File: config.mk
export PLATFORM = sky130hd
export DESIGN_NAME = iaid_cell
export DESIGN_NICKNAME = d
export VERILOG_FILES = /design/src/rtl/iaid_pkg.sv /design/src/rtl/iaid_cell.sv
export SDC_FILE = /design/constraint.sdc
export NUM_CORES = 1
export LEC_CHECK = 0
export BUFFER_PORTS_ARGS = -buffer_cell sky130_fd_sc_hd__buf_2
export CORE_MARGIN = 1.5
export CORE_UTILIZATION = 39
export CTS_BUF_LIST = sky130_fd_sc_hd__clkbuf_4 sky130_fd_sc_hd__clkbuf_8 sky130_fd_sc_hd__clkbuf_16
export DETAILED_ROUTE_END_ITERATION = 7
export PLACE_DENSITY_LB_ADDON = 0.05
export SLEW_MARGIN = 20
export SYNTH_ARGS = -nofsm -noshare
export SYNTH_HDL_FRONTEND = slang
export SYNTH_SLANG_ARGS = --single-unit
File: constraint.sdc
create_clock -name clk -period 5.3 [get_ports clk]
set_input_delay 0.53 -clock clk [delete_from_list [all_inputs] [get_ports clk]]
set_output_delay 0.53 -clock clk [all_outputs]
set_load 0.02 [all_outputs]
File: src/rtl/iaid_pkg.sv
`timescale 1ns / 1ps
`default_nettype none

package iaid_pkg;

  // Field widths fixed by the request and result formats.
  localparam int unsigned OP_W   = 2;
  localparam int unsigned POS_W  = 7;
  localparam int unsigned WORD_W = 32;
  localparam int unsigned ST_W   = 2;

  // Operation codes.
  localparam logic [OP_W-1:0] OP_INSERT = 2'd0;
  localparam logic [OP_W-1:0] OP_DELETE = 2'd1;
  localparam logic [OP_W-1:0] OP_READ   = 2'd2;

  // Status codes.
  localparam logic [ST_W-1:0] ST_OK    = 2'd0;
  localparam logic [ST_W-1:0] ST_FULL  = 2'd1;
  localparam logic [ST_W-1:0] ST_RANGE = 2'd2;

  // Shift command broadcast to every cell of the chain.
  typedef struct packed {
    logic ins;
    logic del;
  } cell_cmd_t;

endpackage

`default_nettype wire

File: src/rtl/iaid_cell.sv
`timescale 1ns / 1ps
`default_nettype none

module iaid_cell #(
  parameter int unsigned CMPW = 8,
  parameter int unsigned IDX  = 0
) (
  input  wire                               clk,
  input  wire iaid_pkg::cell_cmd_t          cmd,
  input  wire logic [CMPW-1:0]              position,
  input  wire logic [iaid_pkg::WORD_W-1:0]  value_in,
  input  wire logic [iaid_pkg::WORD_W-1:0]  left,
  input  wire logic [iaid_pkg::WORD_W-1:0]  right,
  output logic      [iaid_pkg::WORD_W-1:0]  data,
  output logic      [iaid_pkg::WORD_W-1:0]  rd_data
);

  localparam logic [CMPW-1:0] MY_IDX = CMPW'(IDX);

  logic hit;
  logic above;

  // Compare this cell's place with the broadcast position.
  assign hit   = (position == MY_IDX);
  assign above = (MY_IDX > position);

  // An insert opens a gap at the position; a delete closes it.
  always_ff @(posedge clk) begin
    if (cmd.ins) begin
      if (hit) begin
        data <= value_in;
      end else if (above) begin
        data <= left;
      end
    end else if (cmd.del) begin
      if (hit || above) begin
        data <= right;
      end
    end
  end

  // Only the addressed cell contributes to the read bus.
  assign rd_data = hit ? data : '0;

endmodule

`default_nettype wire

==> results of run 1 <==
## stage by stage
stage / hold slack [ns] / utilization / instance area, sq um / power (uW) / setup slack [ns]
2_1_floorplan: 0.779 / - / 2030 / 329 / 1.31
3_5_place_dp: 0.884 / 0.563 / 2860 / 376 / 2.32
5_1_grt: 0.602 / 0.583 / 2960 / 577 / 2.53
4_1_cts: 0.598 / 0.580 / 2940 / 556 / 2.32
6_report: 0.608 / 0.583 / 2960 / 550 / 2.73
3_3_place_gp: 0.882 / 0.563 / 2860 / 375 / 2.39
## report_power, final
group	switching [uW]	internal, uW
Sequential	0.357	281
Clock	78.2	101
Combinational	44.2	44.2
## cell families after synthesis
group	after synthesis	share of synthesized area
buffers and inverters	25	0.0775
DFF	32	0.473
and+or+nand+nor	102	0.273
AOI/OAI and AO/OA	64	0.177
## how the worst min path moves through the flow
stage / from / endpoint / slack [ns] / depth (start not counted)
global placement: right[20] / data[20] / 0.88 / 3
detailed placement: right[2] / data[2] / 0.88 / 3
floorplan: right[10] / data[10] / 0.78 / 2
global route: right[25] / data[25] / 0.60 / 3
finish: right[23] / data[23] / 0.61 / 3
CTS: right[2] / data[2] / 0.60 / 3
## worst max-delay path, delay by kind of cell
kind	cells	cell delay, ns
simple gates	2	1.44
buf+inv	2	0.53
## final cells by class
type | count | share of cell area
Tap cell | 70 | 0.0296
Clock buffer | 7 | 0.0283
Clock inverter | 1 | 0.00127
Timing Repair Buffer | 176 | 0.305
Multi-Input combinational cell | 166 | 0.311
Sequential cell | 32 | 0.325
## synthesized netlist by cell type
master,number,area share
a31oi_1,32,0.098
and3_1,32,0.098
buf_2,2,0.0049
buf_4,3,0.011
buf_6,6,0.033
clkbuf_1,10,0.018
clkbuf_2,4,0.0098
edfxtp_1,32,0.47
nand3_1,32,0.079
nor2_1,33,0.061
nor3_1,1,0.0025
nor4_4,2,0.021
o21ai_0,3,0.0074
o21ai_1,29,0.071
or4_4,2,0.011
## per-layer routing
layer / part of all wire / up-vias
li1: - / 1162
met1: 0.39 / 1067
met2: 0.50 / 115
met3: 0.092 / 6
met4: 0.0089 / 0
met5: 0 / -
==> out/summary.txt, run 1 <==
Antenna violations before repair -> 0
Vias in the first global route -> 1916
Share of cells above drive strength 1 -> 0.492
P_leak -> 0.00144 uW
Starting density of the core -> 0.401
Routing usage on met3 -> 0.0656
Synthesized area -> 2030 sq um
Clock sinks -> 32
TritonRoute pass-1 iters -> 4
Worst path arrival time -> 2.51 ns
Met2 Usage GRT -> 0.349
Die height -> 75.2 um
Final WL -> 6.16 mm
CP cell instances -> buf_2, or4_4, nor3_2, buf_4
Via count -> 2350
Most Crowded Layer GR -> met2
Largest net degree at the start of global routing -> 66
H-Tree Depth -> 2
Via/cell ratio -> 5.20
ANT nets after route -> 0
Tightest Pin Transition -> 1.03 ns
Fin cells -> 452
Final period util -> 0.484
Crit path max fanout -> 33
Netlist cell types -> 15
# fillers -> 489
Cell total after placement -> 443
# nets final -> 488
Most common cell after layout, fill and taps aside -> buf_2
FMAX -> 0.390 GHz
Max reg flops -> 32
CTS tree -> built
CTS max path bufs -> 2
Routing usage on met1 -> 0.260
Max-Cap Viols -> 0
Post-synthesis sequential area ratio -> 0.473
GRT Resource Usage Total -> 0.206
Hold Crit Class -> input port to flop
Biggest register -> data
First-pass GRT wire length -> 8.74 mm
Diode count -> 0
# resized after CTS -> 0
Crit Path Category -> input port to flop
Endpoints failing setup -> 0
CP endpoint -> data[31]
Flops & latches, synth -> 32
Yosys warning total -> 0
WL/cell -> 13.6 um
Core area -> 5070 sq um
Status -> completed
Slowest CP cell -> or4_4
Port buffer count -> 170
Total congestion overflow -> 0
Nature of the critical path startpoint -> input port
Unrepaired setup endpoints after global routing -> false
CTS Buf Count -> 5
Syn Nets -> 330
Syn Inst Count -> 223
Syn-to-layout area delta -> 45.5%
CTS Root Cell -> clkbuf_8
Largest registers -> data: 32 flops
Max incr delay on CP -> 0.73 ns
DRC -> 0
# IOs -> 171
Critical path origin -> position[7]
Critical path endpoint category -> flop
Max VDD drop -> 0.0886 mV
Routability cong. -> 0.806
Die Span X -> 75.2 um
Commonest cells after routing, fill and taps aside -> 170 x buf_2, 33 x nor2_1
Post-CTS setup buffers -> 0
Average footprint of a synthesized cell -> 9.12 sq um
Fin crit period -> 2.57 ns
Register Area -> 961 sq um
FP Rows -> 26
CTS Hold Buffers Added -> 0
Sum of negative setup slack -> 0 ns
Final hold vios -> 0
Die ar. -> 5660 sq um
Pwr dens -> 186 nW/um^2
DPL Wire Length -> 4.59 mm
Slew headroom -> 0.316
DR iter-0 viols -> 189
Area occupied by multi-input gates -> 920 sq um
Clk slew on worst S/H paths -> 0.06 ns
Final Max Slew Viols -> 0
CP required -> 5.25 ns
(Power assumes the default switching activity.)
==> run 2, diff against run 1 <==
==> constraint.sdc (replaced) <==
create_clock -name clk -period 2.37 [get_ports clk]
set_input_delay 0.237 -clock clk [delete_from_list [all_inputs] [get_ports clk]]
set_output_delay 0.237 -clock clk [all_outputs]
set_load 0.02 [all_outputs]
==> run 2 against run 1 <==
  * Flip-flop and latch count is the same
  * Routed wire length grew 3.3%
  * Highest routed layer unchanged
  * Clock power grew to 2.9 times the previous value
  * Die area is the same
  * First-iteration DRC count shrank 63%
  * Sequential share of layout area shrank 0.58 points
  * Core utilization grew 1.1 points
==> out/summary.txt, run 2 (synthesized netlist as in run 1, its figures left out) <==
# IOs -> 171 (unchanged)
Sequential power share -> 0.466 (-0.046)
CTS Root Cell -> clkbuf_8
Clk slew on worst S/H paths -> 0.06 ns (about the same)
Clock network power share -> 0.384 (+0.057)
Largest net degree at the start of global routing -> 45 (-32%)
Worst path arrival time -> 1.42 ns (-1.09 ns)
Hold Path Depth -> 3 (unchanged)
CP required -> 2.13 ns (-3.12 ns)
Total power draw -> 1350 uW (+150%)
WL/cell -> 14.0 um (+2.4%)
First-pass GRT wire length -> 9.19 mm (+5.1%)
Unrepaired setup endpoints after global routing -> false
Placement Setup Slack -> 0.505 ns (-1.82 ns)
DPL Wire Length -> 4.77 mm (+3.8%)
Internal power -> 1050 uW (+150%)
CTS Hold Buffers Added -> 0 (unchanged)
CTS Buf Count -> 5 (unchanged)
Most common cell after layout, fill and taps aside -> buf_2
Antenna violations before repair -> 0 (unchanged)
Status -> completed
Core area -> 5070 sq um (unchanged)
Commonest cells after routing, fill and taps aside -> 170 x buf_2, 33 x nor2_1
Final WL -> 6.37 mm (+3.3%)
Clock sinks -> 32 (unchanged)
Via/cell ratio -> 5.23 (+0.51%)
Diode count -> 0 (unchanged)
Fin worst setup slack -> 0.717 ns (-2.02 ns)
GRT Resource Usage Total -> 0.218 (+0.0113)
ANT nets after route -> 0 (unchanged)
Endpoints failing setup -> 0 (unchanged)
Final hold vios -> 0 (unchanged)
Final Max Slew Viols -> 0 (unchanged)
Routability cong. -> 0.828 (+2.8%)
# resized after CTS -> 0 (unchanged)
Tightest Pin Transition -> 0.393 ns (-0.633 ns)
WHS -> 0.290 ns (-0.318 ns)
Die height -> 75.2 um (unchanged)
Port buffer count -> 170 (unchanged)
Worst Hold Launch -> right[21]
CTS max path bufs -> 2 (unchanged)
Crit path max fanout -> 44 (+33%)
Logic pwr share -> 0.149 (-0.012)
Hold Path Sink -> data[21]
DRC -> 0 (unchanged)
Hold Crit Class -> input port to flop
Pwr dens -> 448 nW/um^2 (+140%)
Starting density of the core -> 0.401 (unchanged)
Vias in the first global route -> 1985 (+3.6%)
Critical path endpoint category -> primary output
Biggest register -> data
DR iter-0 viols -> 70 (-63%)
Max-Cap Viols -> 0 (unchanged)
Final period util -> 0.697
Max VDD drop -> 0.269 mV (+200%)
Via count -> 2383 (+1.4%)
P_leak -> 0.00148 uW (+2.4%)
FMAX -> 0.605 GHz
Crit Path Category -> input port to primary output
# fillers -> 472 (-3.5%)
Die Span X -> 75.2 um (unchanged)
Sw Share -> 0.220 (-0.00306)
Sum of negative setup slack -> 0 ns (unchanged)
CTS tree -> built
Die ar. -> 5660 sq um (unchanged)
# nets final -> 492 (+0.82%)
H-Tree Depth -> 2 (unchanged)
Max reg flops -> 32 (unchanged)
Slew headroom -> 0.738 (+0.422)
Largest registers -> data: 32 flops
FP Rows -> 26 (unchanged)
Total congestion overflow -> 0 (unchanged)
Nature of the critical path startpoint -> input port
Share of cells above drive strength 1 -> 0.500 (+0.00785)
Fin crit period -> 1.65 ns
TritonRoute pass-1 iters -> 4 (unchanged)
Net Sw Power -> 297 uW (+140%)
Post-CTS setup buffers -> 0 (unchanged)
Syn-to-layout area delta -> 48.1%
[run 2: cell types whose count changed in the layout (fill, tap and decap cells not counted)]
cell       delta
buf_4         +5
clkinv_2      +1
clkinv_1      -1
nor3_2        -1
nor3_4        +1
clkbuf_4      -1
clkbuf_8      -1
bufinv_16     +1
[run 2: layout make-up]
cell class	instances	area, sq um	area share
sequential	32	961	0.319
multi-input combinational	166	926	0.307
timing repair buffer	180	926	0.307
tap	70	87.6	0.0291
clock buffer	6	76.3	0.0253
clock inverter	2	35.0	0.0116
[run 2: how the worst max path moves through the flow]
stage	start	endpoint	slack [ns]	cells after the start
2_1_floorplan	position[3]	data[0]	0.14	3
3_3_place_gp	position[7]	data[3]	0.57	4
3_5_place_dp	position[7]	data[31]	0.50	5
4_1_cts	position[3]	rd_data[16]	0.70	5
5_1_grt	position[3]	rd_data[21]	0.58	5
6_report	position[3]	rd_data[25]	0.72	5
[run 2: layer usage]
layer  share of wire  track usage
met1            0.43        0.299
met2            0.48        0.349
met3           0.086       0.0522
met4           0.012       0.0536
met5               0            0
[run 2: stage by stage]
| stage | cell area (sq um) | utilization | instances |
|---|---|---|---|
| after detailed placement | 2900 | 0.571 | 448 |
| final | 3010 | 0.593 | 456 |
| after global placement | 2900 | 0.571 | 448 |
| after floorplan | 2040 | - | 223 |
| after CTS | 3010 | 0.593 | 456 |
| after global routing | 3010 | 0.593 | 456 |
[run 2: worst max-delay path, cell delays in order]
cell	delay, ns
buf_2	0.12
nor4_4	0.28
buf_4	0.40
and3_1	0.21
buf_2	0.16
[run 2: power by group through the flow]
stage	Clock [uW]	Sequential, uW	Combinational [uW]
after floorplan	0	644	92.8
after global placement	0	642	201
after detailed placement	0	642	202
after CTS	526	630	202
after global routing	555	629	225
final	519	630	202
